### config.mk
export PLATFORM = sky130hd
export DESIGN_NAME = ipv6_pseudo_header_checksum
export DESIGN_NICKNAME = d
export VERILOG_FILES = /design/src/hw/rtl/ipv6cs_pkg.sv /design/src/hw/rtl/ipv6_pseudo_header_checksum.sv
export SDC_FILE = /design/constraint.sdc
export NUM_CORES = 1
export LEC_CHECK = 0
export ABC_AREA = 1
export BUFFER_PORTS_ARGS = -buffer_cell sky130_fd_sc_hd__buf_4
export CORE_MARGIN = 2
export CORE_UTILIZATION = 55
export CTS_CLUSTER_DIAMETER = 200
export CTS_CLUSTER_SIZE = 16
export DETAILED_ROUTE_END_ITERATION = 7
export PLACE_DENSITY = 0.76
export SYNTH_ARGS = -nofsm -noshare
export SYNTH_HDL_FRONTEND = slang
export SYNTH_SLANG_ARGS = --single-unit
### constraint.sdc
create_clock -name clk -period 7.3 [get_ports clk]
set_clock_uncertainty 0.05 [all_clocks]
set_input_delay 0.365 -clock clk [delete_from_list [all_inputs] [get_ports clk]]
set_output_delay 0.365 -clock clk [all_outputs]
set_load 0.01 [all_outputs]
### src/hw/rtl/ipv6cs_pkg.sv
`timescale 1ns / 1ps
// ----------------------------------------------------------------------------
// ipv6cs_pkg
// Widths, constants and the end-around-carry add for the IPv6 checksum block.
// ----------------------------------------------------------------------------
package ipv6cs_pkg;

	localparam int unsigned WORD_W  = 16;
	localparam int unsigned NH_W    = 8;
	localparam int unsigned SUM_W   = WORD_W + 2;

	typedef logic [WORD_W-1:0] word_t;
	typedef logic [NH_W-1:0]   nh_t;
	typedef logic [SUM_W-1:0]  wide_t;

	typedef enum logic {
		OP_ADDR    = 1'b0,
		OP_PAYLOAD = 1'b1
	} op_t;

	localparam word_t BYTE_CNT_MAX  = '1;
	localparam word_t ODD_BYTE_MASK = word_t'(16'hFF00);

	// one's-complement add, carry folded back once (enough for two operands)
	function automatic word_t oc_add(input word_t a, input word_t b);
		logic [WORD_W:0] s;
		logic [WORD_W:0] f;
		begin
			s = {1'b0, a} + {1'b0, b};
			f = {1'b0, s[WORD_W-1:0]} + {{WORD_W{1'b0}}, s[WORD_W]};
			return f[WORD_W-1:0];
		end
	endfunction

	// fold a sum of up to four words to 16 bits, end-around carry fully applied
	function automatic word_t fold_wide(input wide_t t);
		logic [WORD_W:0] f;
		logic [WORD_W:0] g;
		begin
			f = {1'b0, t[WORD_W-1:0]} + {{(WORD_W-1){1'b0}}, t[SUM_W-1:WORD_W]};
			g = {1'b0, f[WORD_W-1:0]} + {{WORD_W{1'b0}}, f[WORD_W]};
			return g[WORD_W-1:0];
		end
	endfunction

endpackage

### src/hw/rtl/ipv6_pseudo_header_checksum.sv
`timescale 1ns / 1ps
// ----------------------------------------------------------------------------
// ipv6_pseudo_header_checksum
// IPv6 upper-layer checksum: sums pseudo-header address words and payload
// words, counts payload bytes, and on the last request emits the complement
// of the folded sum plus byte count and next header.
// A last request passes through the input register, then the result register,
//   before its checksum appears on the output.
// Throughput: one request per cycle unless a last request waits on out_stall.
// Reset: arst_n clears running sum, byte count and all valid flags at once.
// ----------------------------------------------------------------------------
module ipv6_pseudo_header_checksum (
	input  logic                           clk,
	input  logic                           arst_n,
	input  logic                           in_valid,
	output logic                           in_stall,
	input  logic                           op,
	input  logic [ipv6cs_pkg::WORD_W-1:0]  data,
	input  logic                           odd_byte,
	input  logic [ipv6cs_pkg::NH_W-1:0]    next_header,
	input  logic                           last,
	output logic                           out_valid,
	input  logic                           out_stall,
	output logic [ipv6cs_pkg::WORD_W-1:0]  checksum
);

	// input register
	logic                    valid_s1;
	ipv6cs_pkg::op_t         op_s1;
	ipv6cs_pkg::word_t       data_s1;
	logic                    odd_s1;
	ipv6cs_pkg::nh_t         nh_s1;
	logic                    last_s1;

	// accumulator state
	ipv6cs_pkg::word_t       sum_q;
	ipv6cs_pkg::word_t       bytes_q;

	// result register
	logic                    out_valid_q;
	ipv6cs_pkg::word_t       checksum_q;

	logic                    out_free;
	logic                    adv_s1;
	logic                    in_acc;
	logic                    is_payload;
	ipv6cs_pkg::word_t       data_m;
	logic [ipv6cs_pkg::WORD_W:0] bytes_sum;
	ipv6cs_pkg::word_t       bytes_nx;
	ipv6cs_pkg::word_t       sum_nx;
	ipv6cs_pkg::wide_t       total;
	ipv6cs_pkg::word_t       final_sum;

	assign out_free = !out_valid_q || !out_stall;
	assign adv_s1   = valid_s1 && (!last_s1 || out_free);
	assign in_stall = valid_s1 && !adv_s1;
	assign in_acc   = in_valid && !in_stall;

	assign is_payload = (op_s1 == ipv6cs_pkg::OP_PAYLOAD);

	always_comb begin
		data_m    = data_s1;
		bytes_sum = {1'b0, bytes_q};
		if (is_payload) begin
			if (odd_s1) begin
				data_m    = data_s1 & ipv6cs_pkg::ODD_BYTE_MASK;
				bytes_sum = {1'b0, bytes_q} + (ipv6cs_pkg::WORD_W+1)'(1);
			end else begin
				bytes_sum = {1'b0, bytes_q} + (ipv6cs_pkg::WORD_W+1)'(2);
			end
		end
		bytes_nx = bytes_sum[ipv6cs_pkg::WORD_W] ? ipv6cs_pkg::BYTE_CNT_MAX
		                                         : bytes_sum[ipv6cs_pkg::WORD_W-1:0];
		sum_nx   = ipv6cs_pkg::oc_add(sum_q, data_m);
		total    = ipv6cs_pkg::SUM_W'(sum_q) + ipv6cs_pkg::SUM_W'(data_m)
		         + ipv6cs_pkg::SUM_W'(bytes_nx) + ipv6cs_pkg::SUM_W'(nh_s1);
		final_sum = ipv6cs_pkg::fold_wide(total);
	end

	always_ff @(posedge clk or negedge arst_n) begin
		if (!arst_n) begin
			valid_s1 <= 1'b0;
		end else if (in_acc) begin
			valid_s1 <= 1'b1;
		end else if (adv_s1) begin
			valid_s1 <= 1'b0;
		end
	end

	always_ff @(posedge clk) begin
		if (in_acc) begin
			op_s1   <= ipv6cs_pkg::op_t'(op);
			data_s1 <= data;
			odd_s1  <= odd_byte;
			nh_s1   <= next_header;
			last_s1 <= last;
		end
	end

	always_ff @(posedge clk or negedge arst_n) begin
		if (!arst_n) begin
			sum_q   <= '0;
			bytes_q <= '0;
		end else if (adv_s1) begin
			if (last_s1) begin
				sum_q   <= '0;
				bytes_q <= '0;
			end else begin
				sum_q   <= sum_nx;
				bytes_q <= bytes_nx;
			end
		end
	end

	always_ff @(posedge clk or negedge arst_n) begin
		if (!arst_n) begin
			out_valid_q <= 1'b0;
		end else if (adv_s1 && last_s1) begin
			out_valid_q <= 1'b1;
		end else if (!out_stall) begin
			out_valid_q <= 1'b0;
		end
	end

	always_ff @(posedge clk) begin
		if (adv_s1 && last_s1) begin
			checksum_q <= ~final_sum;
		end
	end

	assign out_valid = out_valid_q;
	assign checksum  = checksum_q;

	a_last_gives_result: assert property (@(posedge clk) disable iff (!arst_n)
		(adv_s1 && last_s1) |=> out_valid_q)
		else $error("last request did not produce a checksum");

	a_last_clears_state: assert property (@(posedge clk) disable iff (!arst_n)
		(adv_s1 && last_s1) |=> (sum_q == '0 && bytes_q == '0))
		else $error("accumulator not cleared after last request");

	a_stall_only_on_full: assert property (@(posedge clk) disable iff (!arst_n)
		in_stall |-> (valid_s1 && last_s1 && out_valid_q && out_stall))
		else $error("input stalled without a blocked result");

	a_result_held: assert property (@(posedge clk) disable iff (!arst_n)
		(out_valid_q && out_stall) |=> (out_valid_q && $stable(checksum_q)))
		else $error("stalled checksum changed");

endmodule
==> impl_metrics.tcl <==
set metrics [dict create \
    placed_cells 1092 \
    antenna_left 0 \
    worstPathArrival_ns 6.98 \
    final_cell_area_sq_um 7880 \
    switchingPower_uw 1720 \
    insertedDiodeCount 0 \
    n_fill_cell 1035 \
    grtUsageTotal_pct 25.4 \
    fin_crit_ns 6.93 \
    p_int_uw 1690 \
    path_clk_slew_ns 0.06 \
    max_stage_delay_ns 0.46 \
    syn_nets 1007 \
    p_comb_share_pct 66.7 \
    wl_met3_microns 706 \
    htree_levels 3 \
    ys_warn_count 0 \
    vdd_drop_max_uv 170 \
    firstDrtPassIters 6 \
    dieWidth_microns 115 \
    met2WireLength_microns 7670 \
    required_ns 7.36 \
    endpoint_kind "register" \
    seq_area_frac_synth_pct 31.7 \
    drv_cap 0 \
    synthXorXnorAreaFrac_pct 3.99 \
    grt_pass1_wl_microns 26200 \
    areaGrowthSynthToFinish_pct 16.4 \
    placed_area_sq_um 7310 \
    hold_ws_ns 0.129 \
    synth_compound_area_share_pct 8.60 \
    synth-simple-area-share_pct 29.9 \
    dieArea_sq_um 13200 \
    crit_slowest_cell "fa_1" \
    final_cell_mix "nand2_1 (238), inv_1 (144), nor2_1 (75)" \
    cts_sinks 77 \
    die_h_microns 115 \
    vias 5940 \
    cts.path.max_buffers 2 \
    grt_overflow 0 \
    fin_util_pct 65.6 \
    ioPinCount 49 \
    worst_pin_slew_ns 0.822 \
    hold_violations 0 \
    synthAdderAreaFrac_pct 16.7 \
    cts_tree "done" \
    maxSlewViolCount 0 \
    syn_inst 901 \
    nets 1072 \
    fmax_mhz 144 \
    crit_type "register to register" \
    coreArea_sq_um 12000 \
    routedWlPerCell_microns 14.2 \
    hold_class "input port to register" \
    crit_fanout 6 \
    ys.flop_type "edfxtp_1" \
    power.density_nw_per_um2 433 \
    routed_wl_microns 15800 \
    grt_start_max_net_pins 35 \
    synth.distinct_cells 43 \
    p_sw_share_pct 50.4 \
    port_buffers 48 \
    synth_top_family_by_area "simple AND/OR/NAND/NOR gates" \
    power_frac_clock_pct 13.9 \
    met1_length_microns 7030 \
    seqCellArea_sq_um 2140 \
    synth_mux_area_share_pct 0 \
    max_slew_margin_pct 45.0 \
    numCtsBuffers 9 \
    dp_hpwl_microns 12300 \
    cp-start-kind "register" \
    gp_congestion 0.954 \
    clkLatencyLatePin_ns 0.36 \
    setup_viol 0 \
    crit_top_cell "nand2_1" \
    timing.final.crit_share_pct 94.9 \
    async_flop_share_pct 44.2 \
    num_rows 40 \
    drt_iter0_markers 269 \
    outcome "complete, no violations" \
    antenna_found_initial 0 \
    p_seq_share_pct 19.4 \
    viasPerCell 5.31 \
    first_global_vias 5696 \
    final_common_cell "nand2_1" \
    cts_root_buf "clkbuf_16" \
    p_leak_uw 0.00397 \
    fin_cells 1118 \
    synth-edff-count 43 \
    dr.max_layer_used "met4" \
    multi_input_area_sq_um 4200 \
    drc 0 \
    syn_area_sq_um 6770 \
    initial_core_util_pct 56.3 \
    synth_seq_cells 77 \
    synth_area_per_cell_sq_um 7.51 \
    drive_gt1_share_pct 17.1 \
]
[path summary, 6_finish.rpt]
check	start	endpoint	slack (ns)	cells after the start
max in group asynchronous	arst_n	sum_q[12]	6.43	2
min in group asynchronous	arst_n	bytes_q[0]	0.46	2
worst max-delay path	bytes_q[1]	checksum[14]	0.37	43
worst min register to register	out_valid	out_valid	0.47	2
worst min-delay path	data[6]	data_s1[6]	0.13	1
worst max register to register	bytes_q[1]	checksum[14]	0.37	43
[final cells by class]
type / instances / share of cell area [%]
Inverter: 156 / 7.47
Multi-Input combinational cell: 661 / 53.3
Tap cell: 147 / 2.34
Timing Repair Buffer: 61 / 5.85
Sequential cell: 77 / 27.2
Clock buffer: 9 / 2.86
Clock inverter: 7 / 1.02
[sequential cells by signal, summed over array words and instances, names as in the netlist]
register,cells
is_payload,1
odd_s1,1
nh_s1,8
sum_q,16
last_s1,1
out_valid,1
bytes_q,16
valid_s1,1
data_s1,16
checksum,16
[through the flow]
step | power (uW) | setup WS [ns] | setup TNS (ns)
final | 3410 | 0.374 | 0
after global routing | 3760 | -0.0677 | -0.110
after CTS | 3290 | 0.0221 | 0
after detailed placement | 2800 | -0.104 | -0.204
after global placement | 2760 | 0.00687 | 0
after floorplan | 2330 | 1.01 | 0
[cell usage after synthesis (3+ instances only)]
cell type | count | area share (%)
a21o_1 | 5 | 0.55
a21oi_1 | 29 | 2.1
a32o_1 | 3 | 0.44
clkbuf_1 | 6 | 0.33
dfrtp_1 | 34 | 13
edfxtp_1 | 43 | 19
fa_1 | 26 | 7.7
ha_1 | 49 | 9.1
inv_1 | 147 | 8.2
inv_2 | 8 | 0.44
nand2_1 | 240 | 13
nand2_2 | 14 | 1.3
nand3_1 | 72 | 5.3
nand3_2 | 6 | 0.89
nand3b_1 | 4 | 0.44
nand4_1 | 11 | 1.0
nor2_1 | 84 | 4.7
nor2_2 | 7 | 0.65
nor2_4 | 6 | 1.0
nor3_1 | 9 | 0.67
o21ai_0 | 33 | 2.4
o22ai_1 | 6 | 0.55
xnor2_1 | 7 | 0.91
xor2_1 | 22 | 2.8
[power groups by stage]
stage | registers (uW) | clock network (uW) | logic [uW]
2_1_floorplan | 674 | 0 | 1660
3_3_place_gp | 667 | 0 | 2090
3_5_place_dp | 669 | 0 | 2130
4_1_cts | 662 | 479 | 2150
5_1_grt | 674 | 503 | 2580
6_report | 662 | 474 | 2270
[kinds of logic after synthesis]
group,Yosys count
fa+ha+maj,75
buf+inv,163
simple gates,459
flops,77
xor+xnor,30
compound gates,97
[critical path, delay by kind of cell, from the launching register on]
kind / cells / cell delay [ns]
simple gates: 27 / 2.82
fa+ha+maj: 8 / 2.17
compound gates: 4 / 0.56
flops: 1 / 0.44
buf+inv: 3 / 0.33
xor+xnor: 1 / 0.28
[routing by layer]
layer / track usage [%] / up-vias
met4: 9.56 / 0
met1: 32.4 / 2715
li1: - / 3032
met3: 4.01 / 30
met5: 0 / -
met2: 43.7 / 163
[repair_timing]
action | CTS | global route
pin swaps | 1 | 5
hold buffers | 1 | 0
setup buffers | 1 | 8
hold endpoints to repair | 34 | 0
resized for setup | 1 | 45
setup endpoints to repair | 3 | 9
No activity file was read; power rests on OpenSTA's default activity.
